<file path="config.mk">
export PLATFORM = sky130hd
export DESIGN_NAME = last_substring_occurrence_flat
export DESIGN_NICKNAME = d
export VERILOG_FILES = /design/src/hw/rtl/lso_pkg.sv /design/src/hw/rtl/lso_in_if.sv /design/src/hw/rtl/lso_out_if.sv /design/src/hw/rtl/lso_front.sv /design/src/hw/rtl/lso_queue.sv /design/src/hw/rtl/lso_back.sv /design/src/hw/rtl/last_substring_occurrence.sv /design/src/flat_wrapper.sv
export SDC_FILE = /design/constraint.sdc
export NUM_CORES = 1
export LEC_CHECK = 0
export ABC_CLOCK_PERIOD_IN_PS = 11400
export BUFFER_PORTS_ARGS = -buffer_cell sky130_fd_sc_hd__clkbuf_2
export CAP_MARGIN = 20
export CORE_ASPECT_RATIO = 1.2
export CORE_MARGIN = 2
export CORE_UTILIZATION = 45
export CTS_BUF_LIST = sky130_fd_sc_hd__clkbuf_2
export CTS_CLUSTER_SIZE = 40
export DETAILED_ROUTE_END_ITERATION = 6
export GPL_ROUTABILITY_DRIVEN = 0
export GPL_TIMING_DRIVEN = 1
export REMOVE_ABC_BUFFERS = 1
export SKIP_LAST_GASP = 1
export SLEW_MARGIN = 20
export SYNTH_ARGS = -nofsm -noshare
export SYNTH_HDL_FRONTEND = slang
export SYNTH_SLANG_ARGS = --single-unit
</file>
<file path="constraint.sdc">
create_clock -name clk -period 11.4 [get_ports clk]
set_input_delay 2.28 -clock clk [delete_from_list [all_inputs] [get_ports clk]]
set_output_delay 2.28 -clock clk [all_outputs]
set_load 0.02 [all_outputs]
</file>
<file path="src/hw/rtl/lso_pkg.sv">
// Shared types and constants for the last-occurrence substring search block.
package lso_pkg;

	// Depth of the queue between the front and back parts (a power of two).
	localparam int QUEUE_DEPTH = 4;
	localparam int QUEUE_PTR_W = $clog2(QUEUE_DEPTH);
	localparam int QUEUE_LVL_W = $clog2(QUEUE_DEPTH + 1);

	// Value of the kind field that marks a pattern byte; the other value marks text.
	localparam logic IN_KIND_PATTERN = 1'b0;

	typedef enum logic [1:0] {
		STATUS_OK      = 2'd0,
		STATUS_PATTERN = 2'd1,
		STATUS_TEXT    = 2'd2
	} status_t;

	// One classified input transaction as it travels from the front to the back.
	typedef struct packed {
		logic       is_pattern;
		logic [7:0] value;
		logic       last;
	} op_t;

	typedef struct packed {
		logic                   full;
		logic                   empty;
		logic [QUEUE_LVL_W-1:0] level;
	} queue_stat_t;

endpackage

</file>
<file path="src/hw/rtl/lso_in_if.sv">
// Input channel: one pattern or text byte per transaction.
interface lso_in_if;
	logic       valid;
	logic       ready;
	logic       kind;
	logic [7:0] value;
	logic       last;

	modport source (output valid, output kind, output value, output last, input ready);
	modport sink (input valid, input kind, input value, input last, output ready);
endinterface

</file>
<file path="src/hw/rtl/lso_out_if.sv">
// Output channel: one search result per transaction.
interface lso_out_if;
	logic        valid;
	logic        ready;
	logic        found;
	logic [15:0] match_start;
	logic [1:0]  status;

	modport source (output valid, output found, output match_start, output status, input ready);
	modport sink (input valid, input found, input match_start, input status, output ready);
endinterface

</file>
<file path="src/hw/rtl/lso_front.sv">
// Front part: registers and classifies input transactions for the queue.
module lso_front (
	input  logic          clk,
	input  logic          arst_n,
	lso_in_if.sink        item,
	output logic          fr_valid,
	output lso_pkg::op_t  fr_op,
	input  logic          fr_ready
);
	import lso_pkg::*;

	logic fr_valid_s1;
	op_t  fr_op_s1;
	logic take;

	assign item.ready = !fr_valid_s1 || fr_ready;
	assign take       = item.valid && item.ready;

	always_ff @(posedge clk or negedge arst_n) begin
		if (!arst_n) begin
			fr_valid_s1 <= 1'b0;
		end else if (take) begin
			fr_valid_s1 <= 1'b1;
		end else if (fr_ready) begin
			fr_valid_s1 <= 1'b0;
		end
	end

	// Kind zero is a pattern byte; everything else is text.
	always_ff @(posedge clk) begin
		if (take) begin
			fr_op_s1.is_pattern <= (item.kind == IN_KIND_PATTERN);
			fr_op_s1.value      <= item.value;
			fr_op_s1.last       <= item.last;
		end
	end

	assign fr_valid = fr_valid_s1;
	assign fr_op    = fr_op_s1;
endmodule

</file>
<file path="src/hw/rtl/lso_queue.sv">
// Short register queue that decouples the front and back parts.
module lso_queue (
	input  logic                clk,
	input  logic                arst_n,
	input  logic                push_valid,
	input  lso_pkg::op_t        push_op,
	output logic                push_ready,
	output logic                pop_valid,
	output lso_pkg::op_t        pop_op,
	input  logic                pop,
	output lso_pkg::queue_stat_t stat
);
	import lso_pkg::*;

	op_t                    slot_q [QUEUE_DEPTH];
	logic [QUEUE_PTR_W-1:0] wr_ptr_q;
	logic [QUEUE_PTR_W-1:0] rd_ptr_q;
	logic [QUEUE_LVL_W-1:0] level_q;
	logic                   full;
	logic                   empty;
	logic                   push;
	logic                   do_pop;

	assign full       = (level_q == QUEUE_LVL_W'(QUEUE_DEPTH));
	assign empty      = (level_q == '0);
	assign push_ready = !full;
	assign push       = push_valid && !full;
	assign do_pop     = pop && !empty;
	assign pop_valid  = !empty;
	assign pop_op     = slot_q[rd_ptr_q];

	always_ff @(posedge clk or negedge arst_n) begin
		if (!arst_n) begin
			wr_ptr_q <= '0;
			rd_ptr_q <= '0;
			level_q  <= '0;
		end else begin
			if (push) wr_ptr_q <= wr_ptr_q + QUEUE_PTR_W'(1);
			if (do_pop) rd_ptr_q <= rd_ptr_q + QUEUE_PTR_W'(1);
			if (push && !do_pop) begin
				level_q <= level_q + QUEUE_LVL_W'(1);
			end else if (do_pop && !push) begin
				level_q <= level_q - QUEUE_LVL_W'(1);
			end
		end
	end

	always_ff @(posedge clk) begin
		if (push) slot_q[wr_ptr_q] <= push_op;
	end

	assign stat.full  = full;
	assign stat.empty = empty;
	assign stat.level = level_q;
endmodule

</file>
<file path="src/hw/rtl/lso_back.sv">
// Back part: pattern store, text window, parallel compare and result register.
module lso_back #(
	parameter int MAX_PATTERN = 16,
	parameter int MAX_TEXT    = 65536
) (
	input  logic         clk,
	input  logic         arst_n,
	input  logic         op_valid,
	input  lso_pkg::op_t op,
	output logic         pop,
	lso_out_if.source    result
);
	import lso_pkg::*;

	localparam int LW  = $clog2(MAX_PATTERN + 1);
	localparam int CW  = $clog2(MAX_TEXT + 2);
	localparam int SW  = ((CW > LW) ? CW : LW) + 1;
	localparam int LSW = $clog2(MAX_TEXT);

	// The pattern is held newest byte first, so entry i lines up with window entry i.
	logic [7:0]     pat_q [MAX_PATTERN];
	logic [7:0]     win_q [MAX_PATTERN];
	logic [7:0]     win_next [MAX_PATTERN];
	logic [LW-1:0]  plen_q;
	logic           pcomplete_q;
	logic           povf_q;
	logic [CW-1:0]  tcount_q;
	logic           seen_q;
	logic [LSW-1:0] latest_q;
	logic           res_valid_q;
	logic           found_q;
	logic [15:0]    start_q;
	status_t        status_q;

	logic [LW-1:0]      plen_eff;
	logic               pat_room;
	logic               usable;
	logic               text_room;
	logic [MAX_PATTERN-1:0] eq;
	logic               win_match;
	logic [SW-1:0]      cnt1;
	logic [SW-1:0]      diff;
	logic               hit;
	logic [CW-1:0]      tcount_new;
	logic               seen_new;
	logic [LSW-1:0]     latest_new;
	logic [LSW+15:0]    latest_ext;
	logic               text_op;
	logic               text_end;
	status_t            status_new;

	assign pop      = op_valid && (!res_valid_q || result.ready);
	assign text_op  = pop && !op.is_pattern;
	assign text_end = text_op && op.last;

	assign plen_eff  = pcomplete_q ? '0 : plen_q;
	assign pat_room  = (plen_eff < LW'(MAX_PATTERN));
	assign usable    = pcomplete_q && !povf_q && (plen_q != '0);
	assign text_room = (tcount_q < CW'(MAX_TEXT));

	always_comb begin
		win_next[0] = op.value;
		for (int i = 1; i < MAX_PATTERN; i++) begin
			win_next[i] = win_q[i-1];
		end
		for (int i = 0; i < MAX_PATTERN; i++) begin
			eq[i] = (win_next[i] == pat_q[i]) || (LW'(i) >= plen_q);
		end
	end

	assign win_match = &eq;
	assign cnt1      = SW'(tcount_q) + SW'(1);
	assign diff      = cnt1 - SW'(plen_q);
	assign hit       = text_room && usable && (cnt1 >= SW'(plen_q)) && win_match;

	assign tcount_new = (tcount_q <= CW'(MAX_TEXT)) ? tcount_q + CW'(1) : tcount_q;
	assign seen_new   = seen_q || hit;
	assign latest_new = hit ? diff[LSW-1:0] : latest_q;
	assign latest_ext = {16'b0, latest_new};

	always_comb begin
		if (!usable) begin
			status_new = STATUS_PATTERN;
		end else if (tcount_new > CW'(MAX_TEXT)) begin
			status_new = STATUS_TEXT;
		end else begin
			status_new = STATUS_OK;
		end
	end

	always_ff @(posedge clk or negedge arst_n) begin
		if (!arst_n) begin
			plen_q      <= '0;
			pcomplete_q <= 1'b0;
			povf_q      <= 1'b0;
			tcount_q    <= '0;
			seen_q      <= 1'b0;
			latest_q    <= '0;
			res_valid_q <= 1'b0;
		end else begin
			if (text_end) begin
				res_valid_q <= 1'b1;
			end else if (result.ready) begin
				res_valid_q <= 1'b0;
			end
			if (pop && op.is_pattern) begin
				tcount_q    <= '0;
				seen_q      <= 1'b0;
				latest_q    <= '0;
				pcomplete_q <= op.last;
				if (pat_room) begin
					plen_q <= plen_eff + LW'(1);
					povf_q <= pcomplete_q ? 1'b0 : povf_q;
				end else begin
					plen_q <= plen_eff;
					povf_q <= 1'b1;
				end
			end else if (text_end) begin
				tcount_q <= '0;
				seen_q   <= 1'b0;
				latest_q <= '0;
			end else if (text_op) begin
				tcount_q <= tcount_new;
				seen_q   <= seen_new;
				latest_q <= latest_new;
			end
		end
	end

	always_ff @(posedge clk) begin
		if (pop && op.is_pattern && pat_room) begin
			pat_q[0] <= op.value;
			for (int i = 1; i < MAX_PATTERN; i++) begin
				pat_q[i] <= pat_q[i-1];
			end
		end
		if (text_op && text_room) begin
			for (int i = 0; i < MAX_PATTERN; i++) begin
				win_q[i] <= win_next[i];
			end
		end
		if (text_end) begin
			status_q <= status_new;
			found_q  <= (status_new == STATUS_OK) && seen_new;
			start_q  <= ((status_new == STATUS_OK) && seen_new) ? latest_ext[15:0] : 16'b0;
		end
	end

	assign result.valid       = res_valid_q;
	assign result.found       = found_q;
	assign result.match_start = start_q;
	assign result.status      = status_q;
endmodule

</file>
<file path="src/hw/rtl/last_substring_occurrence.sv">
// Throughput: one transaction per cycle on the input, with no gaps while the result sink keeps up.
// Result path: a closing text byte is captured in the front register when accepted, then written
// to a queue slot, then compared and captured in the result register, which raises result valid.
// The back part's combinational window compare against all pattern bytes sets the pace.
// Reset (arst_n low) empties the queue, forgets the pattern and drops any text in progress;
// pattern and window bytes themselves are not cleared and need not be.
module last_substring_occurrence #(
	parameter int MAX_PATTERN = 16,
	parameter int MAX_TEXT    = 65536
) (
	input  logic      clk,
	input  logic      arst_n,
	lso_in_if.sink    item,
	lso_out_if.source result
);
	import lso_pkg::*;

	// Front to queue: a registered, classified transaction.
	logic        fr_valid;
	op_t         fr_op;
	logic        fr_ready;

	// Queue to back: the oldest waiting transaction and its pop strobe.
	logic        q_valid;
	op_t         q_op;
	logic        q_pop;
	queue_stat_t q_stat;

	// The front takes a byte whenever its register is empty or moving into the queue,
	// so the input never waits on the result channel until the queue fills up.
	lso_front u_front (
		.clk      (clk),
		.arst_n   (arst_n),
		.item     (item),
		.fr_valid (fr_valid),
		.fr_op    (fr_op),
		.fr_ready (fr_ready)
	);

	// The queue absorbs short stalls on the result side.
	lso_queue u_queue (
		.clk        (clk),
		.arst_n     (arst_n),
		.push_valid (fr_valid),
		.push_op    (fr_op),
		.push_ready (fr_ready),
		.pop_valid  (q_valid),
		.pop_op     (q_op),
		.pop        (q_pop),
		.stat       (q_stat)
	);

	// The back part consumes one transaction per cycle unless a finished result is
	// still held in its output register and the sink is not taking it.
	lso_back #(
		.MAX_PATTERN (MAX_PATTERN),
		.MAX_TEXT    (MAX_TEXT)
	) u_back (
		.clk      (clk),
		.arst_n   (arst_n),
		.op_valid (q_valid),
		.op       (q_op),
		.pop      (q_pop),
		.result   (result)
	);

`ifndef SYNTHESIS
	a_queue_consistent: assert property (@(posedge clk) disable iff (!arst_n)
		!(q_stat.full && q_stat.empty) && (q_stat.level <= QUEUE_LVL_W'(QUEUE_DEPTH)))
		else $error("queue level and flags disagree");

	a_front_loaded: assert property (@(posedge clk) disable iff (!arst_n)
		(item.valid && item.ready) |=> fr_valid)
		else $error("accepted transaction did not reach the front register");

	a_pop_needs_data: assert property (@(posedge clk) disable iff (!arst_n)
		q_pop |-> !q_stat.empty)
		else $error("back part popped an empty queue");

	a_start_zero: assert property (@(posedge clk) disable iff (!arst_n)
		(result.valid && !result.found) |-> (result.match_start == 16'b0))
		else $error("match start nonzero without a match");
`endif
endmodule

</file>
<file path="src/flat_wrapper.sv">
// flat-port wrapper written by rule: the top's interface ports become plain ports
module last_substring_occurrence_flat import lso_pkg::*;
#(
	parameter int MAX_PATTERN = 16,
	parameter int MAX_TEXT    = 65536
)
  (clk, arst_n, item_valid, item_kind, item_value, item_last, item_ready, result_valid, result_found, result_match_start, result_status, result_ready);
  lso_in_if item_i ();
  lso_out_if result_i ();
  input  logic clk;
  input  logic arst_n;
  input wire logic [$bits(item_i.valid)-1:0] item_valid;
  input wire logic [$bits(item_i.kind)-1:0] item_kind;
  input wire logic [$bits(item_i.value)-1:0] item_value;
  input wire logic [$bits(item_i.last)-1:0] item_last;
  output wire logic [$bits(item_i.ready)-1:0] item_ready;
  output wire logic [$bits(result_i.valid)-1:0] result_valid;
  output wire logic [$bits(result_i.found)-1:0] result_found;
  output wire logic [$bits(result_i.match_start)-1:0] result_match_start;
  output wire logic [$bits(result_i.status)-1:0] result_status;
  input wire logic [$bits(result_i.ready)-1:0] result_ready;
  assign item_i.valid = item_valid;
  assign item_i.kind = item_kind;
  assign item_i.value = item_value;
  assign item_i.last = item_last;
  assign item_ready = item_i.ready;
  assign result_valid = result_i.valid;
  assign result_found = result_i.found;
  assign result_match_start = result_i.match_start;
  assign result_status = result_i.status;
  assign result_i.ready = result_ready;
  last_substring_occurrence #(.MAX_PATTERN(MAX_PATTERN), .MAX_TEXT(MAX_TEXT)) u_core (.clk(clk), .arst_n(arst_n), .item(item_i), .result(result_i));
endmodule
</file>
## Word level (Yosys, flattened, before mapping)

Memory sizes are Yosys's and may differ from the RTL's.
Index checks and enable logic that the tools add are counted.

- Register bits: 79
- Memory bits (writable): 296
- Input port bits: 14
- Memories: 3

Memory list:

| name | words | bits a word | rd ports | clocked after memory_dff | write ports | RTL line | source |
|---|---|---|---|---|---|---|---|
| u_core.u_back.pat_q | 16 | 8 | 16 | 0 | 16 | lso_back.sv:21 | `logic [7:0] pat_q [MAX_PATTERN];` |
| u_core.u_back.win_q | 16 | 8 | 15 | 0 | 16 | lso_back.sv:22 | `logic [7:0] win_q [MAX_PATTERN];` |
| u_core.u_queue.slot_q | 4 | 10 | 1 | 0 | 1 | lso_queue.sv:15 | `op_t slot_q [QUEUE_DEPTH];` |

- Add/subtract/negate cells: 8
- $lt $le $gt $ge: 21
- Equality and inequality tests: 19
- Muxes and demuxes: 29
- Bitwise logic cells: 1
- Reduce and logical (&&, ||, !) cells: 52

Operator list:

| operator | number |
|---|---|
| 8-bit equality test | 16 |
| 17-bit two-way mux | 4 |
| 16-bit two-way mux | 4 |
| 4-bit by 5-bit >= comparator with 1-bit output (first input constant) | 8 |
| 3-bit by 5-bit >= comparator with 1-bit output (first input constant) | 4 |
| 1-bit logical OR | 19 |
| 17-bit by 1-bit adder with 18-bit output (second input constant) | 1 |
| 18-bit by 5-bit >= comparator with 1-bit output | 1 |
| 17-bit by 1-bit adder with 17-bit output (second input constant) | 1 |
| 17-bit greater-than comparator (second input constant) | 1 |
| 17-bit less-or-equal comparator (second input constant) | 1 |
| 1-bit logical AND | 17 |
| 17-bit less-than comparator (second input constant) | 1 |
| 16-bit AND reduction | 1 |
| 16-bit by 5-bit subtractor with 16-bit output | 1 |
| 1-bit two-way mux | 15 |
| 1-bit by 5-bit >= comparator with 1-bit output (first input constant) | 2 |
| 2-bit by 5-bit >= comparator with 1-bit output (first input constant) | 2 |
| 5-bit two-way mux | 2 |
| 1-bit zero test | 8 |
| 3-bit two-way mux | 2 |
| 5-bit by 1-bit adder with 5-bit output (second input constant) | 1 |
| 5-bit less-than comparator (second input constant) | 1 |
| 5-bit nonzero test | 1 |
| 13 further kinds | 16 |

## Logic depth before layout (Yosys ltp)

Gate-level depths: netlist (run 1).

- Depth after elaboration: 10
- Mapped depth: 15
- Gate-level depth less buffers: 12

## Hierarchy

A second synthesis (run 1) with hierarchy kept.

- Cells, all modules: 983
- Area total of the unflattened synthesis: 15,267.1 um^2

Modules (own cells, without submodules):

| module | times used | cells an instance | area each (um^2) | sequential area each (um^2) |
|---|---|---|---|---|
| lso_back | 1 | 876 | 13,010.0 | 9,068.7 |
| lso_queue | 1 | 92 | 1,899.3 | 1,376.3 |
| lso_front | 1 | 15 | 357.8 | 325.3 |

## Worst setup path before layout (run 1)

Ideal clock, no wire load.

- Path type: input-to-reg
- From: in result_ready
- To: reg u_core.u_back.plen_q[1]
- Library setup time: 555 ps
- Arrival: 12,536 ps
- Required time: 10,845 ps
- Path slack: -1,691 ps
- Cell stages on the path: 5
- Buffers on the path: 0
- Cell sequence: nand2b_1 -> o31a_1 -> and2_1 -> a21boi_0 -> o21ai_0

- Word-level cells in the longest chain between the ends: 3

Ends and longest elaborated chain:

| element | RTL line | source |
|---|---|---|
| start: declaration | flat_wrapper.sv:21 | `input wire logic [$bits(result_i.ready)-1:0] result_ready;` |
| 1-bit logical OR | lso_back.sv:52 | `assign pop = op_valid && (!res_valid_q \|\| result.ready);` |
| 1-bit logical AND | lso_back.sv:52 |  |
| 1-bit logical AND | lso_back.sv:106 | `if (pop && op.is_pattern) begin` |
| end signal: assignment | lso_back.sv:112 | `plen_q <= plen_eff + LW'(1);` |
| end signal: assignment | lso_back.sv:115 | `plen_q <= plen_eff;` |
| end: declaration | lso_back.sv:24 | `logic [LW-1:0] plen_q;` |

Every way passes these cells.
A chain may end at the register's enable or synchronous reset.

## Final worst setup path (run 1)

- From: reg u_core.u_back.tcount_q[0]
- To: reg u_core.u_back.latest_q[14]

- Word-level cells in the longest chain between the ends: 8

Ends and longest elaborated chain:

| element | RTL line | source |
|---|---|---|
| start: declaration | lso_back.sv:27 | `logic [CW-1:0] tcount_q;` |
| start signal: assignment | lso_back.sv:123 | `tcount_q <= tcount_new;` |
| 17-bit by 1-bit adder with 18-bit output / 17-bit less-than comparator (equally long branches) | lso_back.sv:72, lso_back.sv:59 |  |
| 18-bit by 5-bit >= comparator with 1-bit output / 1-bit logical AND (equally long branches) | lso_back.sv:74 | `assign hit = text_room && usable && (cnt1 >= SW'(plen_q)) && win_match;` |
| 1-bit logical AND (2 in a row) | lso_back.sv:74 |  |
| 16-bit two-way mux (*) | lso_back.sv:78 | `assign latest_new = hit ? diff[LSW-1:0] : latest_q;` |
| 16-bit two-way mux (*) | lso_back.sv:122 | `end else if (text_op) begin` |
| 16-bit two-way mux (*) | lso_back.sv:118 | `end else if (text_end) begin` |
| 16-bit two-way mux (*) | lso_back.sv:106 |  |
| end signal: assignment | lso_back.sv:125 | `latest_q <= latest_new;` |
| end: declaration | lso_back.sv:29 | `logic [LSW-1:0] latest_q;` |

Every way passes the cells marked *; elsewhere a longest branch is shown, timed or not. The select of a mux whose other input is x is not followed.

==> results.json, run 1 <==
{
  "hold_path_class": "reg2reg",
  "crit_slowest_cell": "sky130_fd_sc_hd__or4_1",
  "placed_wire_length_estimate_after_detailed_placement_um": 18000,
  "wl_per_cell_um": 17.7,
  "critPathMaxFanout": 24,
  "async_reset_ff_share_pct": 13.6,
  "r2r_cells": 11,
  "final_min_period_over_clock_period_pct": 42.0,
  "cts_tree": "built",
  "max_stage_delay_ps": 770,
  "cts.hold.buffers_added": 0,
  "final_critical_path_setup_slack_ps": 6620,
  "vias": 8279,
  "unrepaired_setup_endpoints_after_global_routing": "no",
  "worst_setup_path_endpoint": "u_core.u_back.latest_q[14]",
  "ctsResizeCount": 0,
  "die_area_sq_um": 35000,
  "max-cap-violations": 0,
  "gr-total-overflow": 0,
  "placementRows": 73,
  "grt_max_degree": 77,
  "number_of_global_route_vias_before_repair": 8578,
  "timing.critical_path.required_ps": 12180,
  "worst_skew_pair.late_latency_ps": 920,
  "grt_pass1_wl_um": 44800,
  "h-tree-depth": 3,
  "worst_hold_path.num_cells": 0,
  "detail-route-antenna-nets": 0,
  "grt_antenna_before_repair": 2,
  "finalWirelength_um": 28200,
  "synth_area_per_cell_sq_um": 15.4,
  "critical_path_class": "reg2reg",
  "grt_util_all_layers_pct": 16.7,
  "worst_r2r_startpoint": "u_core.u_back.tcount_q[0]",
  "path_clk_slew_ps": 100,
  "cts_inserted_buffers": 89,
  "ys_ff_latch": 367,
  "io-pin-count": 35,
  "max_slew.worst_pin.slew_ps": 1020,
  "timing.final.hold_violations": 0,
  "area.growth.synth_to_final_pct": 9.69,
  "design_area_sq_um": 16500,
  "most_repeated_cell_in_the_gate_level_netlist_after_synthesis": "sky130_fd_sc_hd__edfxtp_1",
  "synthCells": 976,
  "synth_cell_type_count": 68,
  "die_w_um": 171,
  "fp.coreArea_sq_um": 33100,
  "final.fill_count": 2894,
  "setup_viol": 0,
  "ff_to_ff_setup_slack_ps": 6620,
  "p_per_area_nw_per_um2": 309,
  "post_cts.repair.setup_buffers": 0,
  "synthDominantAreaCellType": "sky130_fd_sc_hd__edfxtp_1",
  "run_status": "completed",
  "report.power.total_mw": 5.11,
  "setup.worst_path.start": "u_core.u_back.tcount_q[0]",
  "leakagePower_nw": 6.00,
  "count_of_clock_tree_sinks": 367,
  "synth_top_flop_cell": "sky130_fd_sc_hd__edfxtp_1",
  "drive_gt1_share_pct": 18.5,
  "worst_ep_arrival_time_ps": 5570,
  "clk_root_buffer_cell": "sky130_fd_sc_hd__clkbuf_2",
  "die-height_um": 204,
  "critical_path.cell_chain": "ha_1 -> xor2_1 -> ha_1 -> nor2b_1 -> o21ai_0 -> a21boi_0 -> or4_1 -> nor4_2 -> or4_1 -> nor2_2 -> a22o_1",
  "achievable-frequency_mhz": 209,
  "critical_path.startpoint_type": "flop",
  "critical_path.reg2reg.endpoint": "u_core.u_back.latest_q[14]",
  "sequential_element_share_of_the_synthesized_area_pct": 71.5,
  "setup.worst_path.end_class": "flop",
  "initial_utilization_pct": 45.6,
  "drt_pre_antenna_iters": 5,
  "drt-vias-per-instance": 5.20,
  "max-clock-path-buffers": 3,
  "synth_edf_count": 317,
  "synth_top_cells_by_count": "317 x sky130_fd_sc_hd__edfxtp_1, 101 x sky130_fd_sc_hd__xor2_1, 65 x sky130_fd_sc_hd__xnor2_1, 50 x sky130_fd_sc_hd__dfrtp_1, 50 x sky130_fd_sc_hd__nand2_1",
  "nets": 1096,
  "synth_top_area_share_pct": 63.2,
  "remaining_drc_errors": 0,
  "yosys_warnings": 0,
  "drt_iter0_drc": 738,
  "post_dp_cell_area_sq_um": 15700,
  "preCtsSetupSlack_ps": 5800,
  "yosys-top-cells-area": "sky130_fd_sc_hd__edfxtp_1 63%, sky130_fd_sc_hd__dfrtp_1 8.3%, sky130_fd_sc_hd__xor2_1 5.9%",
  "synthesis.area_sq_um": 15100,
  "worst_slew_margin_rel_pct": 32.2,
  "peakVddDrop_mv": 0.174,
  "layout_min_cycle_time_ps": 4780,
  "slew_violations": 0,
  "clock_skew_ps": 69.4,
  "io_buffer_count": 34
}
## sequential cells by signal, summed over array words and instances, names as in the netlist, 2 cells and up
register / flops
u_core.u_back.pat_q: 128
u_core.u_back.win_q: 120
u_core.u_queue.slot_q: 40
u_core.u_back.tcount_q: 17
u_core.u_back.latest_q: 16
u_core.u_back.result.match_start: 16
u_core.u_front.fr_op: 10
u_core.u_back.plen_q: 5
u_core.u_queue.level_q: 3
u_core.u_back.result.status: 2
u_core.u_queue.rd_ptr_q: 2
u_core.u_queue.wr_ptr_q: 2
## worst min-delay path by stage
| stage | to | startpoint |
|---|---|---|
| 2_1_floorplan | u_core.u_back.win_q[0][10] | u_core.u_back.win_q[0][2] |
| 3_3_place_gp | u_core.u_back.win_q[0][50] | u_core.u_back.win_q[0][42] |
| 3_5_place_dp | u_core.u_back.win_q[1][44] | u_core.u_back.win_q[1][36] |
| 4_1_cts | u_core.u_back.win_q[0][63] | u_core.u_back.win_q[0][55] |
| 5_1_grt | u_core.u_back.win_q[0][63] | u_core.u_back.win_q[0][55] |
| 6_report | u_core.u_back.win_q[0][63] | u_core.u_back.win_q[0][55] |
## logic make-up after synthesis
kind of cell               share of synthesized area, %
adders and majority gates                          1.35
DFF                                                71.5
muxes                                              1.67
AOI/OAI and AO/OA                                  6.01
and+or+nand+nor                                    8.05
xor gates and xnor gates                           9.65
buffers and inverters                              1.79
## critical path: cells and delay by family, from the launching register on
| kind | cells | cell delay, ps |
|---|---|---|
| flip-flops | 1 | 500 |
| adder cells (fa/ha/maj) | 2 | 780 |
| XOR/XNOR | 1 | 250 |
| AND/OR/NAND/NOR | 5 | 2420 |
| AO/OA/AOI/OAI | 3 | 700 |
## power by group
part / internal (mW) / leakage, nW / total, mW / switching, mW
clock: 0.368 / 0.643 / 0.880 / 0.512
sequential: 2.38 / 3.69 / 2.76 / 0.377
combinational: 0.519 / 1.67 / 1.47 / 0.952
total: 3.27 / 6.00 / 5.11 / 1.84
## final cells by class
cell class / instances / area, sq um / area share, %
multi-input cells: 549 / 4040 / 24.5
diodes: 2 / 5.00 / 0.0303
clock inverters: 25 / 165 / 0.999
flip-flops and latches: 367 / 10800 / 65.2
inverters: 20 / 75.1 / 0.454
well taps: 450 / 563 / 3.41
repair buffers: 40 / 215 / 1.30
clock buffers: 138 / 691 / 4.18
## through the flow
stage,setup TNS (ps),util (%),cells,hold WS (ps)
after floorplan,-285850,-,936,447
after global placement,0,47.4,1426,449
after detailed placement,0,47.4,1426,454
after CTS,0,50.0,1589,417
after global routing,0,50.0,1591,431
final,0,50.0,1591,430
## placed cells by master (no fill, tap or decap), types with 4 or more instances in the layout
| cell type | synthesis | final |
|---|---|---|
| sky130_fd_sc_hd__a21o_1 | 7 | 7 |
| sky130_fd_sc_hd__a21oi_1 | 37 | 37 |
| sky130_fd_sc_hd__a22o_1 | 16 | 16 |
| sky130_fd_sc_hd__a22oi_1 | 5 | 5 |
| sky130_fd_sc_hd__a31oi_1 | 4 | 4 |
| sky130_fd_sc_hd__and2_1 | 10 | 10 |
| sky130_fd_sc_hd__and3_1 | 4 | 4 |
| sky130_fd_sc_hd__and4_1 | 4 | 4 |
| sky130_fd_sc_hd__buf_4 | 6 | 6 |
| sky130_fd_sc_hd__clkbuf_2 | 0 | 172 |
| sky130_fd_sc_hd__clkinv_1 | 0 | 18 |
| sky130_fd_sc_hd__dfrtp_1 | 50 | 50 |
| sky130_fd_sc_hd__edfxtp_1 | 317 | 317 |
| sky130_fd_sc_hd__ha_1 | 13 | 13 |
| sky130_fd_sc_hd__inv_1 | 20 | 20 |
| sky130_fd_sc_hd__mux4_2 | 9 | 9 |
| sky130_fd_sc_hd__nand2_1 | 50 | 50 |
| sky130_fd_sc_hd__nand3_1 | 27 | 27 |
| sky130_fd_sc_hd__nand4_1 | 22 | 22 |
| sky130_fd_sc_hd__nor2_1 | 25 | 25 |
| sky130_fd_sc_hd__nor2b_1 | 6 | 6 |
| sky130_fd_sc_hd__nor3_1 | 10 | 9 |
| sky130_fd_sc_hd__nor4_1 | 30 | 30 |
| sky130_fd_sc_hd__o21ai_0 | 29 | 29 |
| sky130_fd_sc_hd__o31ai_1 | 4 | 4 |
| sky130_fd_sc_hd__or3_1 | 6 | 6 |
| sky130_fd_sc_hd__or4_1 | 5 | 5 |
| sky130_fd_sc_hd__xnor2_1 | 65 | 65 |
| sky130_fd_sc_hd__xor2_1 | 101 | 101 |
## per-layer routing
metal  GRT usage [%]  vias up  part of all wire (%)
met5               0        -                     0
met4            5.54        0                   1.9
met3            4.71       44                   5.7
met2            29.1      230                    52
met1            20.0     4078                    41
li1                -     3927                     -
No activity file was read; power rests on OpenSTA's default activity.
==> run 2: changes to the inputs <==
ABC_CLOCK_PERIOD_IN_PS = 4810   (was 11400)
clock period = 4.81 ns   (was 11.4 ns; I/O delays follow)
==> results.json, run 2 (synthesis results as in run 1) <==
{
  "met2_usage_pct": 30.1,
  "vias": 8313,
  "achievable-frequency_mhz": 238,
  "initial_utilization_pct": 45.6,
  "die-height_um": 204,
  "unrepaired_setup_endpoints_after_global_routing": "no",
  "timing.critical_path.required_ps": 5620,
  "remaining_drc_errors": 0,
  "die_w_um": 171,
  "count_of_clock_tree_sinks": 367,
  "setup.worst_path.end_class": "flop",
  "critical_path_class": "reg2reg",
  "wl_per_cell_um": 18.2,
  "cts_tree": "built",
  "drt_iter0_drc": 614,
  "ctsResizeCount": 0,
  "cts.hold.buffers_added": 0,
  "number_of_global_route_vias_before_repair": 8592,
  "ff_latch_area_sq_um": 10800,
  "timing.final.hold_violations": 0,
  "numPlacedInstances": 1429,
  "grt_busiest_layer": "met2",
  "reg_top3": "u_core.u_back.pat_q (128), u_core.u_back.win_q (120), u_core.u_queue.slot_q (40)",
  "largest-register": "u_core.u_back.pat_q",
  "placementRows": 73,
  "crit_buf_inv": 0,
  "peakVddDrop_mv": 0.538,
  "grt_antenna_before_repair": 2,
  "die_area_sq_um": 35000,
  "clk_root_buffer_cell": "sky130_fd_sc_hd__clkbuf_2",
  "leakagePower_nw": 6.00,
  "grt_util_all_layers_pct": 16.9,
  "worst_ep_arrival_time_ps": 5010,
  "placed_wire_length_estimate_after_detailed_placement_um": 18900,
  "post_cts.repair.setup_buffers": 0,
  "critical_path.startpoint_type": "flop",
  "grt_pass1_wl_um": 44800,
  "hold_slack_ps": 109,
  "leading_cell_type_in_the_layout_fill_and_taps_excluded": "sky130_fd_sc_hd__edfxtp_1",
  "cts_inserted_buffers": 89,
  "fp.coreArea_sq_um": 33100,
  "detail-route-antenna-nets": 0,
  "clock_skew_ps": 122,
  "max-cap-violations": 0,
  "met3_demand_to_capacity_share_in_global_routing_pct": 4.14,
  "layoutNonFillerInstCount": 1583,
  "finalWirelength_um": 28800,
  "max_slew.worst_pin.slew_ps": 891,
  "critPathTopFamily": "simple AND/OR/NAND/NOR gates",
  "critical_path.cell_chain": "ha_1 -> xor2_1 -> ha_1 -> nor2b_1 -> o21ai_0 -> a21boi_0 -> or4_1 -> nor4_2 -> nor4_4 -> o21ai_2 -> a22o_1",
  "crit_slowest_cell": "sky130_fd_sc_hd__or4_1",
  "slew_violations": 0,
  "area.growth.synth_to_final_pct": 9.74,
  "max_stage_delay_ps": 660,
  "most-common-layout-cells": "317 x sky130_fd_sc_hd__edfxtp_1, 169 x sky130_fd_sc_hd__clkbuf_2, 101 x sky130_fd_sc_hd__xor2_1",
  "final_min_period_over_clock_period_pct": 87.4,
  "setup_tns_ps": 0,
  "post_dp_cell_area_sq_um": 15700,
  "hold_path_class": "in2async",
  "gr-total-overflow": 0,
  "design_area_sq_um": 16500,
  "p_per_area_nw_per_um2": 734,
  "largest_reg_flops": 128,
  "io-pin-count": 35,
  "drt-vias-per-instance": 5.25,
  "io_buffer_count": 34,
  "worst_slew_margin_rel_pct": 40.4,
  "run_status": "completed",
  "grt_max_degree": 101,
  "setup_viol": 0,
  "nets": 1099,
  "worst_path_most_repeated_cell": "sky130_fd_sc_hd__ha_1",
  "critPathMaxFanout": 15,
  "met1_usage_in_global_routing_pct": 19.5,
  "max-clock-path-buffers": 3,
  "multi_input_comb_area_sq_um": 4050,
  "h-tree-depth": 3,
  "layout_min_cycle_time_ps": 4200,
  "drt_pre_antenna_iters": 6,
  "final.fill_count": 2900,
  "path_clk_slew_ps": 120,
  "worst_skew_pair.late_latency_ps": 960,
  "drive_gt1_share_pct": 18.7
}
-- run 2: cell types whose count changed in the layout (fill, tap and decap cells not counted) --
cell,before,now
sky130_fd_sc_hd__buf_12,0,2
sky130_fd_sc_hd__buf_4,6,7
sky130_fd_sc_hd__clkbuf_2,172,169
sky130_fd_sc_hd__clkinv_1,18,9
sky130_fd_sc_hd__clkinv_2,1,2
sky130_fd_sc_hd__clkinv_4,1,0
sky130_fd_sc_hd__inv_2,0,1
sky130_fd_sc_hd__nor4_2,3,2
sky130_fd_sc_hd__nor4_4,1,2
-- run 2: worst reg2reg max path, cell delays in order, from the launching register on --
cell,delay (ps)
sky130_fd_sc_hd__dfrtp_1,500
sky130_fd_sc_hd__ha_1,460
sky130_fd_sc_hd__xor2_1,240
sky130_fd_sc_hd__ha_1,310
sky130_fd_sc_hd__nor2b_1,150
sky130_fd_sc_hd__o21ai_0,220
sky130_fd_sc_hd__a21boi_0,170
sky130_fd_sc_hd__or4_1,660
sky130_fd_sc_hd__nor4_2,460
sky130_fd_sc_hd__nor4_4,180
sky130_fd_sc_hd__o21ai_2,560
sky130_fd_sc_hd__a22o_1,240
-- run 2: cell type report --
cell class | count | area share, %
Multi-Input combinational cell | 549 | 24.5
Sequential cell | 367 | 65.1
Clock inverter | 17 | 0.794
Antenna cell | 2 | 0.0303
Tap cell | 450 | 3.40
Timing Repair Buffer | 43 | 1.59
Inverter | 20 | 0.454
Clock buffer | 135 | 4.09
-- run 2: metal layers --
layer / vias up / routed length, um / share of wire (%)
met4: 0 / 561 / 2.0
met2: 248 / 15300 / 53
li1: 3927 / - / -
met5: - / 0 / 0
met3: 49 / 1490 / 5.2
met1: 4089 / 11400 / 40
-- run 2: through the flow --
step                utilization [%]  setup slack (ps)  power [mW]
global placement               47.5               573        10.2
finish                         50.0               607        12.1
detailed placement             47.6               624        10.3
global route                   50.0               339        13.0
CTS                            50.0               618        12.3
floorplan                         -             -7160        7.40
-- run 2: path summary, 6_finish.rpt --
path	slack [ps]	end	cells after the start	from
max	610	u_core.u_back.latest_q[3]	11	u_core.u_back.tcount_q[0]
min	110	u_core.u_back.latest_q[15]	2	arst_n
max reg2reg	610	u_core.u_back.latest_q[3]	11	u_core.u_back.tcount_q[0]
min reg2reg	430	u_core.u_back.pat_q[1][13]	0	u_core.u_back.pat_q[1][5]
max in group asynchronous	4170	u_core.u_back.tcount_q[1]	2	arst_n
min in group clk	230	u_core.u_front.fr_op[5]	1	item_value[4]
-- run 2: power by group --
part	internal (mW)	switching (mW)	total (mW)
Sequential	5.63	0.914	6.54
Clock	0.846	1.17	2.01
Combinational	1.29	2.30	3.59
Total	7.76	4.38	12.1
